[src/hw/rtl/lse_pkg.sv]
// ----------------------------------------------------------------------------
// lse_pkg
// Types and constants shared by the LSB extractor modules.
// ----------------------------------------------------------------------------
`default_nettype none

package lse_pkg;

	// Extension length must be nonzero and below this many bytes
	localparam int unsigned EXT_BUFFER = 8;

	localparam int unsigned CFG_IDX_W  = 2;
	localparam int unsigned CFG_DATA_W = 32;

	// Configuration register indexes
	localparam logic [CFG_IDX_W-1:0] CFG_HEADER_SKIP = 2'd0;
	localparam logic [CFG_IDX_W-1:0] CFG_MAGIC_WORD  = 2'd1;
	localparam logic [CFG_IDX_W-1:0] CFG_MAGIC_LEN   = 2'd2;

	localparam logic [9:0]  HEADER_SKIP_RST = 10'd54;
	localparam logic [31:0] MAGIC_WORD_RST  = 32'd0;
	localparam logic [2:0]  MAGIC_LEN_RST   = 3'd2;

	// Result kinds
	localparam logic [1:0] KIND_EXT = 2'd0;
	localparam logic [1:0] KIND_PAY = 2'd1;
	localparam logic [1:0] KIND_ERR = 2'd2;

	// Error codes
	localparam logic [1:0] ERR_NONE    = 2'd0;
	localparam logic [1:0] ERR_MAGIC   = 2'd1;
	localparam logic [1:0] ERR_EXT_LEN = 2'd2;
	localparam logic [1:0] ERR_PAY_LEN = 2'd3;

	typedef enum logic [2:0] {
		PH_IDLE    = 3'd0,
		PH_HEADER  = 3'd1,
		PH_MAGIC   = 3'd2,
		PH_EXTLEN  = 3'd3,
		PH_EXT     = 3'd4,
		PH_PAYLEN  = 3'd5,
		PH_PAYLOAD = 3'd6,
		PH_STOP    = 3'd7
	} phase_t;

	typedef struct packed {
		logic lsb;
		logic frame_start;
	} item_t;

	typedef struct packed {
		logic [7:0] data;
		logic [1:0] kind;
		logic [1:0] err;
		logic       last;
	} result_t;

endpackage

`default_nettype wire

[src/hw/rtl/lse_decoder.sv]
// ----------------------------------------------------------------------------
// lse_decoder
// Configuration registers, frame parser state and per-byte decode logic.
// ----------------------------------------------------------------------------
`default_nettype none

module lse_decoder (
	input  logic                             clk,
	input  logic                             arst_n,
	input  logic                             consume,
	input  lse_pkg::item_t                   item,
	input  logic                             cfg_write,
	input  logic [lse_pkg::CFG_IDX_W-1:0]    cfg_index,
	input  logic [lse_pkg::CFG_DATA_W-1:0]   cfg_data,
	output logic                             res_valid,
	output lse_pkg::result_t                 res
);
	import lse_pkg::*;

	logic [9:0]  header_skip_q;
	logic [31:0] magic_word_q;
	logic [2:0]  magic_len_q;

	phase_t      phase_q, phase_n;
	logic [4:0]  bidx_q, bidx_n;
	logic [31:0] shift_q, shift_n;
	logic [31:0] cnt_q, cnt_n;
	logic [9:0]  hcnt_q, hcnt_n;
	logic [31:0] len_q, len_n;

	phase_t      ph_a, ph_e;
	logic [9:0]  hcnt_a;
	logic        start_magic;
	logic [4:0]  bidx_e, bidx_inc;
	logic [31:0] cnt_e;
	logic [31:0] word;
	logic        byte_done, word_done;
	logic [2:0]  mlen;
	logic [1:0]  pos;
	logic [7:0]  exp_byte;
	logic [32:0] cnt_inc;
	logic        cnt_fin, magic_fin;

	always_ff @(posedge clk or negedge arst_n) begin
		if (!arst_n) begin
			header_skip_q <= HEADER_SKIP_RST;
			magic_word_q  <= MAGIC_WORD_RST;
			magic_len_q   <= MAGIC_LEN_RST;
		end else if (cfg_write) begin
			unique case (cfg_index)
				CFG_HEADER_SKIP: header_skip_q <= cfg_data[9:0];
				CFG_MAGIC_WORD:  magic_word_q  <= cfg_data;
				CFG_MAGIC_LEN:   magic_len_q   <= cfg_data[2:0];
				default: ;
			endcase
		end
	end

	always_comb begin
		unique case (magic_len_q)
			3'd0:                   mlen = 3'd1;
			3'd1, 3'd2, 3'd3, 3'd4: mlen = magic_len_q;
			default:                mlen = 3'd4;
		endcase
	end

	always_comb begin
		// frame start restarts the parser with this very byte
		ph_a        = item.frame_start ? PH_HEADER : phase_q;
		hcnt_a      = item.frame_start ? '0 : hcnt_q;
		start_magic = (ph_a == PH_HEADER) && (hcnt_a >= header_skip_q);
		ph_e        = start_magic ? PH_MAGIC : ph_a;
		bidx_e      = start_magic ? '0 : bidx_q;
		cnt_e       = start_magic ? '0 : cnt_q;

		word      = {shift_q[30:0], item.lsb};
		byte_done = (bidx_e == 5'd7);
		word_done = (bidx_e == 5'd31);
		bidx_inc  = bidx_e + 5'd1;
		cnt_inc   = {1'b0, cnt_e} + 33'd1;
		cnt_fin   = (cnt_inc >= {1'b0, len_q});
		magic_fin = (cnt_inc >= {30'd0, mlen});

		// signature byte position; a shrunk magic_len falls back to byte 0
		pos      = (cnt_e < {29'd0, mlen}) ? 2'(mlen - 3'd1 - cnt_e[2:0]) : 2'd0;
		exp_byte = magic_word_q[{pos, 3'b000} +: 8];

		phase_n   = ph_e;
		hcnt_n    = hcnt_a;
		bidx_n    = bidx_e;
		cnt_n     = cnt_e;
		shift_n   = shift_q;
		len_n     = len_q;
		res_valid = 1'b0;
		res       = '0;

		unique case (ph_e)
			PH_HEADER: hcnt_n = hcnt_a + 10'd1;
			PH_MAGIC: begin
				shift_n = word;
				bidx_n  = byte_done ? '0 : bidx_inc;
				if (byte_done) begin
					if (word[7:0] != exp_byte) begin
						phase_n   = PH_STOP;
						res_valid = 1'b1;
						res.kind  = KIND_ERR;
						res.err   = ERR_MAGIC;
					end else if (magic_fin) begin
						phase_n = PH_EXTLEN;
						cnt_n   = '0;
					end else begin
						cnt_n = cnt_inc[31:0];
					end
				end
			end
			PH_EXTLEN: begin
				shift_n = word;
				bidx_n  = word_done ? '0 : bidx_inc;
				if (word_done) begin
					if (word == 32'd0 || word >= 32'(EXT_BUFFER)) begin
						phase_n   = PH_STOP;
						res_valid = 1'b1;
						res.kind  = KIND_ERR;
						res.err   = ERR_EXT_LEN;
					end else begin
						len_n   = word;
						phase_n = PH_EXT;
						cnt_n   = '0;
					end
				end
			end
			PH_EXT: begin
				shift_n = word;
				bidx_n  = byte_done ? '0 : bidx_inc;
				if (byte_done) begin
					res_valid = 1'b1;
					res.data  = word[7:0];
					res.kind  = KIND_EXT;
					res.last  = cnt_fin;
					if (cnt_fin) begin
						phase_n = PH_PAYLEN;
						cnt_n   = '0;
					end else begin
						cnt_n = cnt_inc[31:0];
					end
				end
			end
			PH_PAYLEN: begin
				shift_n = word;
				bidx_n  = word_done ? '0 : bidx_inc;
				if (word_done) begin
					if (word == 32'd0) begin
						phase_n   = PH_STOP;
						res_valid = 1'b1;
						res.kind  = KIND_ERR;
						res.err   = ERR_PAY_LEN;
					end else begin
						len_n   = word;
						phase_n = PH_PAYLOAD;
						cnt_n   = '0;
					end
				end
			end
			PH_PAYLOAD: begin
				shift_n = word;
				bidx_n  = byte_done ? '0 : bidx_inc;
				if (byte_done) begin
					res_valid = 1'b1;
					res.data  = word[7:0];
					res.kind  = KIND_PAY;
					res.last  = cnt_fin;
					cnt_n     = cnt_inc[31:0];
					if (cnt_fin) begin
						phase_n = PH_STOP;
					end
				end
			end
			PH_IDLE, PH_STOP: ;
			default: ;
		endcase
	end

	always_ff @(posedge clk or negedge arst_n) begin
		if (!arst_n) begin
			phase_q <= PH_IDLE;
			bidx_q  <= '0;
			cnt_q   <= '0;
			hcnt_q  <= '0;
			len_q   <= '0;
		end else if (consume) begin
			phase_q <= phase_n;
			bidx_q  <= bidx_n;
			cnt_q   <= cnt_n;
			hcnt_q  <= hcnt_n;
			len_q   <= len_n;
		end
	end

	always_ff @(posedge clk) begin
		if (consume) begin
			shift_q <= shift_n;
		end
	end

endmodule

`default_nettype wire

[src/hw/rtl/lse_out_reg.sv]
// ----------------------------------------------------------------------------
// lse_out_reg
// Result register holding one transaction for the output channel.
// ----------------------------------------------------------------------------
`default_nettype none

module lse_out_reg (
	input  logic             clk,
	input  logic             arst_n,
	input  logic             load_valid,
	input  lse_pkg::result_t load_res,
	input  logic             out_stall,
	output logic             ready,
	output logic             out_valid,
	output lse_pkg::result_t out_res
);
	import lse_pkg::*;

	logic    valid_q;
	result_t res_q;

	// register can take a new result when empty or when its content leaves now
	assign ready     = !valid_q || !out_stall;
	assign out_valid = valid_q;
	assign out_res   = res_q;

	always_ff @(posedge clk or negedge arst_n) begin
		if (!arst_n) begin
			valid_q <= 1'b0;
		end else if (ready) begin
			valid_q <= load_valid;
		end
	end

	always_ff @(posedge clk) begin
		if (ready && load_valid) begin
			res_q <= load_res;
		end
	end

endmodule

`default_nettype wire

[src/hw/rtl/lsb_stego_extractor_core.sv]
// ----------------------------------------------------------------------------
// lsb_stego_extractor_core
// Recovers hidden bytes from the LSBs of an image byte stream.
// ----------------------------------------------------------------------------
//  channel | signals                                    | direction
//  --------+--------------------------------------------+----------
//  in      | in_valid, in_stall, pixel_byte, frame_start | sink
//  out     | out_valid, out_stall, out_byte, out_kind,  | source
//          | error_code, last                           |
//  cfg     | cfg_write, cfg_index, cfg_data             | sink
//
//  One image byte per cycle while in_stall is low; each is registered, then
//  passes the single decode stage before its result loads the result register.
//  in_stall rises only while the result register is full and out_stall is high.
//  arst_n clears the parser to wait for a frame start and loads config defaults.
// ----------------------------------------------------------------------------
`default_nettype none

module lsb_stego_extractor_core (
	input  logic                             clk,
	input  logic                             arst_n,
	input  logic                             in_valid,
	output logic                             in_stall,
	input  logic [7:0]                       pixel_byte,
	input  logic                             frame_start,
	output logic                             out_valid,
	input  logic                             out_stall,
	output logic [7:0]                       out_byte,
	output logic [1:0]                       out_kind,
	output logic [1:0]                       error_code,
	output logic                             last,
	input  logic                             cfg_write,
	input  logic [lse_pkg::CFG_IDX_W-1:0]    cfg_index,
	input  logic [lse_pkg::CFG_DATA_W-1:0]   cfg_data
);
	import lse_pkg::*;

	logic    valid_s1;
	item_t   item_s1;
	logic    out_ready;
	logic    consume;
	logic    in_accept;
	logic    res_valid;
	result_t res;
	result_t out_res;

	assign consume   = valid_s1 && out_ready;
	assign in_stall  = valid_s1 && !out_ready;
	assign in_accept = in_valid && !in_stall;

	always_ff @(posedge clk or negedge arst_n) begin
		if (!arst_n) begin
			valid_s1 <= 1'b0;
		end else if (in_accept) begin
			valid_s1 <= 1'b1;
		end else if (consume) begin
			valid_s1 <= 1'b0;
		end
	end

	// only bit 0 of the image byte carries hidden data
	always_ff @(posedge clk) begin
		if (in_accept) begin
			item_s1.lsb         <= pixel_byte[0];
			item_s1.frame_start <= frame_start;
		end
	end

	lse_decoder u_decoder (
		.clk       (clk),
		.arst_n    (arst_n),
		.consume   (consume),
		.item      (item_s1),
		.cfg_write (cfg_write),
		.cfg_index (cfg_index),
		.cfg_data  (cfg_data),
		.res_valid (res_valid),
		.res       (res)
	);

	lse_out_reg u_out_reg (
		.clk        (clk),
		.arst_n     (arst_n),
		.load_valid (consume && res_valid),
		.load_res   (res),
		.out_stall  (out_stall),
		.ready      (out_ready),
		.out_valid  (out_valid),
		.out_res    (out_res)
	);

	assign out_byte   = out_res.data;
	assign out_kind   = out_res.kind;
	assign error_code = out_res.err;
	assign last       = out_res.last;

endmodule

`default_nettype wire

[config.mk]
export PLATFORM = sky130hd
export DESIGN_NAME = lsb_stego_extractor_core
export DESIGN_NICKNAME = d
export VERILOG_FILES = /design/src/hw/rtl/lse_pkg.sv /design/src/hw/rtl/lse_decoder.sv /design/src/hw/rtl/lse_out_reg.sv /design/src/hw/rtl/lsb_stego_extractor_core.sv
export SDC_FILE = /design/constraint.sdc
export NUM_CORES = 1
export LEC_CHECK = 0
export ABC_AREA = 1
export BUFFER_PORTS_ARGS = -buffer_cell sky130_fd_sc_hd__buf_2
export CORE_AREA = 2 2 186 188
export CTS_CLUSTER_SIZE = 12
export DETAILED_ROUTE_END_ITERATION = 10
export DIE_AREA = 0 0 188 190
export RECOVER_POWER = 100
export SYNTH_ARGS = -nofsm -noshare
export SYNTH_HDL_FRONTEND = slang
export SYNTH_SLANG_ARGS = --single-unit
[constraint.sdc]
create_clock -name clk -period 7.6 [get_ports clk]
set_clock_uncertainty 0.2 [all_clocks]
set_input_delay 1.14 -clock clk [delete_from_list [all_inputs] [get_ports clk]]
set_output_delay 1.14 -clock clk [all_outputs]
set_load 0.005 [all_outputs]
**Word-level counts from Yosys, hierarchy flattened**

Index checks and enable logic that the tools add are counted.

- Bits in registers: 175
- Bits of input ports: 48
- Output and inout bits: 15
- Word-level logic and storage cells: 136

- Add/subtract/negate cells: 5
- Magnitude comparators: 5
- Equality and inequality tests: 20
- Shifts and indexed selects: 1
- Muxes and demuxes: 60
- Reduce and logical (&&, ||, !) cells: 28

Operator list:

| cell | count |
|---|---|
| 32-bit two-way mux | 15 |
| 32-bit case mux with 5 select lines | 1 |
| 32-bit case mux with 2 select lines | 1 |
| 10-bit two-way mux | 4 |
| 32-bit by 1-bit adder with 33-bit output, second input constant | 1 |
| 33-bit by 3-bit >= comparator with 1-bit output | 1 |
| 33-bit by 32-bit >= comparator with 1-bit output | 1 |
| 3-bit two-way mux | 11 |
| 32-bit by 4-bit >= comparator with 1-bit output, second input constant | 1 |
| 32-bit logical NOT | 1 |
| 32-bit by 3-bit less-than comparator with 1-bit output | 1 |
| 32-bit by 6-bit indexed part select with 8-bit output | 1 |
| 4-bit two-way mux | 6 |
| 8-bit case mux with 2 select lines | 1 |
| 5-bit two-way mux | 3 |
| 3-bit case mux with 5 select lines | 1 |
| 3-bit by 2-bit equality test with 1-bit output, second input constant | 4 |
| 3-bit equality test, second input constant | 4 |
| 10-bit by 1-bit adder with 10-bit output, second input constant | 1 |
| 10-bit >= comparator | 1 |
| 1-bit two-way mux | 10 |
| 2-bit case mux with 5 select lines | 1 |
| 5-bit case mux with 2 select lines | 1 |
| 2-bit AND reduction | 5 |
| 26 further kinds | 42 |

**Longest topological paths before layout**

Gate-level depths: netlist of the first run.

- Word-level depth: 13
- Depth in mapped cells: 53
- Depth with buffers taken out: 48

**By module**

From an unflattened synthesis of the first run, not the netlist that was laid out.

- Cell total of the unflattened synthesis: 1759
- Area, all modules: 12094.1 um^2

By module, submodules not included:

| module | instances | cells each | area an instance (um^2) | sequential area each (um^2) |
|---|---|---|---|---|
| lse_decoder | 1 | 1728 | 11527.3 | 4115.2 |
| lse_out_reg | 1 | 18 | 431.7 | 415.4 |
| lsb_stego_extractor_core | 1 | 13 | 135.1 | 85.1 |

**Worst setup path after synthesis of the first run**

Ideal clock, no wire load.

- Path type: reg-to-reg
- Start point: register item_s1[0] (netlist name)
- End point: register u_decoder.cnt_q[29]
- Library setup time: 124 ps
- Arrival: 4964 ps
- Required time: 7276 ps
- Path slack: 2311 ps
- Cell stages (with the launch flop): 53
- Buffers on the path: 6
- Path through: edfxtp_1 > buf_4 > nor2_1 > inv_1 > ha_1 > inv_1 > nand2_1 > nand2_1 > nand2_1 > nand2_1 > nor2_1 > nor2_1 > nand2_1 > nand2_4 > buf_8 > buf_6 > buf_6 > nand2_1 > [... 17 more ...] > nand4_1 > o21ai_0 > nand2_1 > nand2_1 > nand2_1 > nand2_1 > nand2_1 > nand2_1 > nand3_1 > nand2_1 > buf_4 > buf_6 > nand2_1 > nand2_1 > a21oi_1 > nand2_1 > nand2_1 > nand3_1

- Longest elaborated chain between the ends: 11
- Elaborated cells between the ends (all ways): 34
- Classes of those cells: 2 x add/sub; 4 x order compare; 9 x eq/ne; 1 x shift; 17 x mux; 1 x reduce/logical

Ends and longest elaborated chain:

| what | RTL line | RTL |
|---|---|---|
| start, declared | lsb_stego_extractor_core.sv:39 | `item_t item_s1;` |
| branches (longest 10 deep; another with 32-bit by 1-bit adder with 33-bit output) | n/a |  |
| 32-bit case mux with 5 select lines * | lse_decoder.sv:97 | `unique case (ph_e)` |
| end signal, assigned | lse_decoder.sv:193 | `cnt_q <= cnt_n;` |
| end, declared | lse_decoder.sv:27 | `logic [31:0] cnt_q, cnt_n;` |

Every way passes the cells marked *.
A chain may end at the register's enable or synchronous reset.

**Worst setup path in the final report of the first run**

- Start point: register item_s1[0] (netlist name)
- End point: register u_out_reg.res_q (netlist bit u_out_reg.out_res[0]), enable pin

- Longest elaborated chain between the ends: 13
- Elaborated cells between the ends (all ways): 29
- Classes of those cells: 1 x add/sub; 2 x order compare; 9 x eq/ne; 1 x shift; 12 x mux; 4 x reduce/logical

Ends and longest elaborated chain:

| what | RTL line | RTL |
|---|---|---|
| 10-bit two-way mux or 3-bit two-way mux (tied branches) | lse_decoder.sv:70, lse_decoder.sv:69 |  |
| 10-bit >= comparator or 3-bit by 1-bit equality test with 1-bit output (tied branches) | lse_decoder.sv:71 | `start_magic = (ph_a == PH_HEADER) && (hcnt_a >= header_skip_q);` |
| 1-bit logical AND | lse_decoder.sv:71 |  |
| 32-bit two-way mux | lse_decoder.sv:74 | `cnt_e = start_magic ? '0 : cnt_q;` |
| 32-bit by 3-bit less-than comparator with 1-bit output or 2-bit subtractor (tied branches) | lse_decoder.sv:85 | `pos = (cnt_e < {29'd0, mlen}) ? 2'(mlen - 3'd1 - cnt_e[2:0]) : 2'd0;` |
| 2-bit two-way mux | lse_decoder.sv:85 |  |
| 32-bit by 6-bit indexed part select with 8-bit output | lse_decoder.sv:86 | `exp_byte = magic_word_q[{pos, 3'b000} +: 8];` |
| 8-bit inequality test | lse_decoder.sv:103 | `if (word[7:0] != exp_byte) begin` |
| 1-bit two-way mux | lse_decoder.sv:103 |  |
| 1-bit two-way mux | lse_decoder.sv:102 | `if (byte_done) begin` |
| 1-bit case mux with 4 select lines * | lse_decoder.sv:97 |  |
| 1-bit logical AND * | lsb_stego_extractor_core.sv:84 | `.load_valid (consume && res_valid),` |
| 1-bit logical AND * | lse_out_reg.sv:36 | `if (ready && load_valid) begin` |
| end signal, assigned | lse_out_reg.sv:37 | `res_q <= load_res;` |
| end, declared | lse_out_reg.sv:20 | `result_t res_q;` |

Mark *: on every way between the ends. The rest lies on a longest branch, timed or not.

==> reports/results.tsv, run 1 <==
stage	metric	value	unit
yosys	syn-num-nets	1742	
drt	drt_iter0_drc	936	
critical_path	crit_slowest_cell	nor2_1	
grt	antenna_found_initial	0	
timing	fin_tns_setup	0	ns
clock_network	clkTransAtPathRegs	0.08	ns
grt	grt_pass1_wl	55100	um
final_layout	insertedDiodeCount	0	
timing	holdWs	0.286	ns
critical_path	crit_family	simple AND/OR/NAND/NOR gates	
floorplan	dieWidth	188	um
clock_network	ctsHoldBuffers	0	
run_status	status	finished with violations	
pwr	total_power	4330	uW
clock_network	cts_tree	done	
clock_network	ctsLongestPathBuffers	2	
clock_network	cts.htree.levels	4	
floorplan	fp.dieH	190	um
clock_network	post-cts-setup-buffers	0	
critical_path	crit_path_max_incr_delay	0.88	ns
grt	grt_max_degree	69	
yosys	ys_warn_count	0	
pwr	power_density	336	mW/mm2
critical_path	cpMostUsedCell	nand2_1	
final_layout	layout-drive-gt1-share	8.41	%
final_layout	stdcell_area	0.0129	mm2
drt	wirelength	34000	um
grt	grt_pass1_vias	10600	
timing	setup_viol	0	
clock_network	insertion_delay	0.45	ns
final_layout	areaGrowthSynthToFinish	10.3	%
yosys	synth_top_area_share	26.5	%
pwr	switching_share	46.3	%
timing	worst_pin_slew	4.17	ns
timing	setup_ws	0.762	ns
final_layout	nets	1775	
timing	slew_violations	260	
yosys	synthArstFlopShare	73.7	%
critical_path	r2r_end	u_out_reg.out_res[0]	
yosys	yosysTopAreaCell	dfrtp_1	
yosys	synthFlopType	dfrtp_1	
placement	placed_cell_area	0.0124	mm2
final_layout	fillers	3610	
pwr	clkPwrFrac	20.2	%
drt	num_vias	10900	
critical_path	crit_type	flop to flop	
critical_path	reg2regPathDepth	35	
drt	drtPass1Iterations	5	
drt	route.detailed.drc	0	
placement	hpwl	24700	um
yosys	synth-seq-cells	175	
yosys	yosysMostFrequentCell	nand2_1	
critical_path	startpoint_type	flop	
critical_path	arrival	6.71	ns
pwr	seq_power_share	33.0	%
yosys	ys_top_cells_by_area	dfrtp_1, nand2_1, edfxtp_1, inv_1, nand3_1	
timing	timing.final.crit_share	90.0	%
yosys	syn_area	0.0117	mm2
yosys	synth-edff-count	46	
timing	hold_viol	0	
run_status	violations	capacitance limit, slew limit	
yosys	syn_area_per_cell	7.13	um2
critical_path	timing.rr.start	item_s1[0]	
timing	period_needed	6.84	ns
timing	slew_headroom	-178	%
worst_hold_path	hold_path.class	flop to flop	
pwr	p_sw	2010	uW
clock_network	cts_resized	0	
grt	track_usage	19.5	%
job	maxCapViolCount	5	
placement	port_buffers	55	
yosys	synth_seq_area_share	39.4	%
floorplan	pin_count	63	
placement	place.gp.congestion	0.957	
yosys	syn_inst	1642	
grt	overflow	0	
critical_path	critPathBufInv	7	
critical_path	cp-end-kind	flop	
floorplan	start_util	34.5	%
worst_hold_path	holdCritStartpoint	u_decoder.shift_q[20]	
drt	wl_per_cell	15.9	um
critical_path	rrSetupSlack	0.76	ns
clock_network	cts_sinks	175	
timing	rsz0062_at_grt	false	
clock_network	cts-root-buf	clkbuf_16	
pwr	intPower	2330	uW
pwr	p_leak	0.00632	uW
drt	antenna_left	0	
yosys	synth_common_cells	nand2_1, inv_1, nor2_1	
pwr	comb_power_share	46.8	%
yosys	synth_cell_types	49	
critical_path	path_max_fanout	22	
clock_network	cts_buffers	17	
placement	place_ws	0.906	ns
critical_path	required	7.47	ns
floorplan	coreArea	0.0339	mm2
worst_hold_path	holdPathEnd	u_decoder.shift_q[21]	
pwr	ir_drop	0.000205	V
timing	fmax	0.146	GHz
worst_hold_path	hold_depth	0	
floorplan	rows	68	
floorplan	dieArea	0.0357	mm2
drt	via_per_inst	5.08	
-- power groups by stage --
stage / clock, uW / combinational (uW) / sequential, uW
6_report: 876 / 2030 / 1430
3_3_place_gp: 0 / 1960 / 1440
5_1_grt: 927 / 2330 / 1460
2_1_floorplan: 0 / 1500 / 1370
3_5_place_dp: 0 / 2020 / 1440
4_1_cts: 895 / 2030 / 1430
-- worst reg2reg max path, delay by kind of cell (launching register included) --
family | cells | cell delay [ns]
adders and majority gates | 2 | 0.54
buffers and inverters | 7 | 1.11
DFF | 1 | 0.61
and+or+nand+nor | 23 | 3.52
AOI/OAI and AO/OA | 3 | 0.48
-- worst max path at each step --
| stage | startpoint | endpoint | cells past startpoint |
|---|---|---|---|
| 2_1_floorplan | item_s1[0] | u_decoder.cnt_q[29] | 52 |
| 3_3_place_gp | item_s1[0] | u_out_reg.out_res[0] | 35 |
| 3_5_place_dp | item_s1[0] | u_out_reg.out_res[2] | 35 |
| 4_1_cts | item_s1[0] | u_out_reg.out_res[0] | 35 |
| 5_1_grt | item_s1[0] | u_out_reg.out_res[9] | 35 |
| 6_report | item_s1[0] | u_out_reg.out_res[0] | 35 |
-- cell usage in the layout (no fill, tap or decap), types with 30 or more instances in the layout --
cell type	instances
edfxtp_1	46
buf_2	44
nand2_1	459
ha_1	52
o21ai_0	100
inv_1	227
nor2_1	174
nand3_1	144
a21oi_1	93
nand4_1	30
dfrtp_1	124
-- cell type report --
cell class,instances,area [um2],area share [%]
multi-input combinational,1170,5870,45.5
clock inverter,15,153,1.18
clock buffer,17,425,3.29
timing repair buffer,69,367,2.84
sequential,175,4620,35.7
tap,455,569,4.41
inverter,242,911,7.05
-- sequential cells by signal (all words and copies together), names as in the netlist --
name,flops
u_out_reg.out_res,13
u_decoder.cnt_q,32
item_s1,2
u_decoder.magic_len_q,3
u_decoder.phase_q,3
valid_s1,1
u_decoder.header_skip_q,10
u_decoder.magic_word_q,32
u_decoder.bidx_q,5
u_out_reg.out_valid,1
u_decoder.len_q,32
u_decoder.hcnt_q,10
u_decoder.shift_q,31
-- kinds of logic (layout without fill, tap and decap cells) --
logic type      count (synthesis)  count (layout)  synth area share (%)
compound gates                231             231                  10.9
xor+xnor                       16              16                  1.20
fa+ha+maj                      52              52                  5.56
buf+inv                       297             343                  10.3
flops                         175             175                  39.4
mux                             5               5                 0.481
simple gates                  866             866                  32.1
-- metrics by stage --
step           instances  util [%]
2_1_floorplan       1642         -
5_1_grt             2143      38.0
3_5_place_dp        2111      36.5
6_report            2143      38.0
3_3_place_gp        2111      36.5
4_1_cts             2143      38.2
-- layer usage --
metal  routed length (um)  part of all wire [%]  up-vias  GRT usage (%)
li1                     -                     -     5377              -
met1                15700                    46     5141           26.0
met2                15600                    46      299           31.9
met3                 1830                   5.4       59           3.32
met4                  939                   2.8        0           7.12
met5                    0                     0        -              0
No activity file was read; power rests on OpenSTA's default activity.
==> run 2, diff against run 1 <==
- CORE_AREA: 2 2 186 188 -> 2 2 133 264
- DIE_AREA: 0 0 188 190 -> 0 0 135 266
==> reports/results.tsv, run 2 (synthesis results as in run 1) <==
stage	metric	value	unit
run_status	status	finished with violations	
run_status	violations	capacitance limit, slew limit	
worst_hold_path	hold_path.class	flop to flop	
final_layout	layout-drive-gt1-share	8.74	%
placement	place.gp.congestion	1.00	
grt	overflow	0	
timing	hold_viol	0	
timing	setup_viol	0	
drt	num_vias	11100	
critical_path	cp-end-kind	flop	
floorplan	start_util	34.3	%
worst_hold_path	hold_depth	2	
drt	wl_per_cell	18.6	um
final_layout	areaGrowthSynthToFinish	10.4	%
drt	route.detailed.drc	0	
final_layout	fillers	3711	
floorplan	dieArea	0.0359	mm2
drt	met3_length	1580	um
timing	period_needed	6.79	ns
final_layout	stdcell_area	0.0129	mm2
clock_network	cts-root-buf	clkbuf_16	
placement	placed_cell_area	0.0124	mm2
grt	grt_max_degree	74	
grt	grt_pass1_wl	61400	um
timing	fmax	0.147	GHz
floorplan	rows	96	
placement	hpwl	29700	um
critical_path	required	7.75	ns
final_layout	insertedDiodeCount	0	
timing	worst_pin_slew	4.27	ns
critical_path	crit_type	flop to flop	
floorplan	pin_count	63	
critical_path	startpoint_type	flop	
final_layout	regArea	0.00462	mm2
placement	port_buffers	55	
clock_network	cts_sinks	175	
final_layout	final_common_cell	nand2_1	
final_layout	multiInputGateArea	0.00586	mm2
timing	timing.final.crit_share	89.3	%
timing	setup_ws	0.810	ns
critical_path	path_max_fanout	25	
drt	drtPass1Iterations	5	
critical_path	reg2regPathDepth	46	
timing	slew_violations	224	
final_layout	top_regs	u_decoder.cnt_q (32), u_decoder.len_q (32), u_decoder.magic_word_q (32)	
critical_path	crit_slowest_cell	edfxtp_1	
pwr	p_leak	0.00635	uW
grt	antenna_found_initial	0	
clock_network	cts_buffers	17	
timing	rsz0062_at_grt	false	
grt	grt_pass1_vias	11200	
pwr	total_power	4490	uW
clock_network	ctsLongestPathBuffers	2	
drt	topRoutingLayerUsed	met4	
pwr	power_density	347	mW/mm2
clock_network	post-cts-setup-buffers	0	
floorplan	dieWidth	135	um
clock_network	cts_tree	done	
drt	met1Wirelength	13100	um
placement	placedCellCount	2103	
critical_path	cpMostUsedCell	nand2_1	
job	maxCapViolCount	4	
drt	drt_iter0_drc	576	
floorplan	coreArea	0.0341	mm2
clock_network	ctsHoldBuffers	0	
clock_network	cts.htree.levels	4	
final_layout	nets	1781	
placement	place_ws	1.04	ns
final_layout	fin_cells	2135	
drt	antenna_left	0	
clock_network	insertion_delay	0.47	ns
pwr	ir_drop	0.000200	V
timing	fin_tns_setup	0	ns
critical_path	arrival	6.94	ns
clock_network	cts_resized	0	
floorplan	fp.dieH	266	um
final_layout	final_cell_mix	nand2_1, inv_1, nor2_1	
drt	wirelength	39700	um
drt	via_per_inst	5.19	
critical_path	crit_path_max_incr_delay	0.60	ns
drt	wl_met2	21000	um
timing	slew_headroom	-185	%
clock_network	clkTransAtPathRegs	0.07	ns
grt	track_usage	23.0	%
## run 2: cell count changes in the layout (fill, tap and decap cells not counted), moves of 2 or more
| cell | change |
|---|---|
| clkinv_1 | -2 |
| buf_4 | +6 |
| clkbuf_1 | +2 |
| inv_6 | +3 |
| clkinv_4 | -4 |
## run 2: area by class of cell
type                       instances  area share, %
clock buffer                      18           3.32
clock inverter                    14           1.24
inverter                         242           7.05
multi-input combinational       1170           45.3
sequential                       175           35.7
tap                              441           4.27
timing repair buffer              75           3.06
## run 2: stage by stage
| stage | hold slack [ns] | util, % |
|---|---|---|
| floorplan | 0.250 | - |
| global placement | 0.267 | 36.3 |
| detailed placement | 0.267 | 36.3 |
| CTS | 0.290 | 38.1 |
| global route | 0.298 | 37.9 |
| finish | 0.284 | 37.9 |
## run 2: final timing paths
check,startpoint,end,slack (ns)
hold reg to reg,u_decoder.header_skip_q[9],u_decoder.header_skip_q[9],0.28
setup reg to reg,item_s1[0],u_decoder.cnt_q[15],0.81
min in group asynchronous,arst_n,u_decoder.bidx_q[4],1.99
setup / recovery,item_s1[0],u_decoder.cnt_q[15],0.81
hold / removal,u_decoder.header_skip_q[9],u_decoder.header_skip_q[9],0.28
max in group asynchronous,arst_n,u_decoder.len_q[23],2.01
## run 2: critical path: cells and delay by family (launching register included)
family | cells | cell delay, ns
compound gates | 2 | 0.31
flops | 1 | 0.60
simple gates | 32 | 3.12
buf+inv | 9 | 1.26
fa+ha+maj | 2 | 0.58
xor+xnor | 1 | 0.54
## run 2: per-layer routing
layer | up-vias | global-route usage [%]
li1 | 5389 | -
met5 | - | 0
met2 | 396 | 42.4
met1 | 5127 | 21.7
met3 | 168 | 3.16
met4 | 0 | 20.0
## run 2: report_power, final
| part | total (uW) | internal, uW | switching [uW] |
|---|---|---|---|
| combinational | 2150 | 649 | 1500 |
| clock | 891 | 442 | 449 |
| sequential | 1440 | 1240 | 208 |
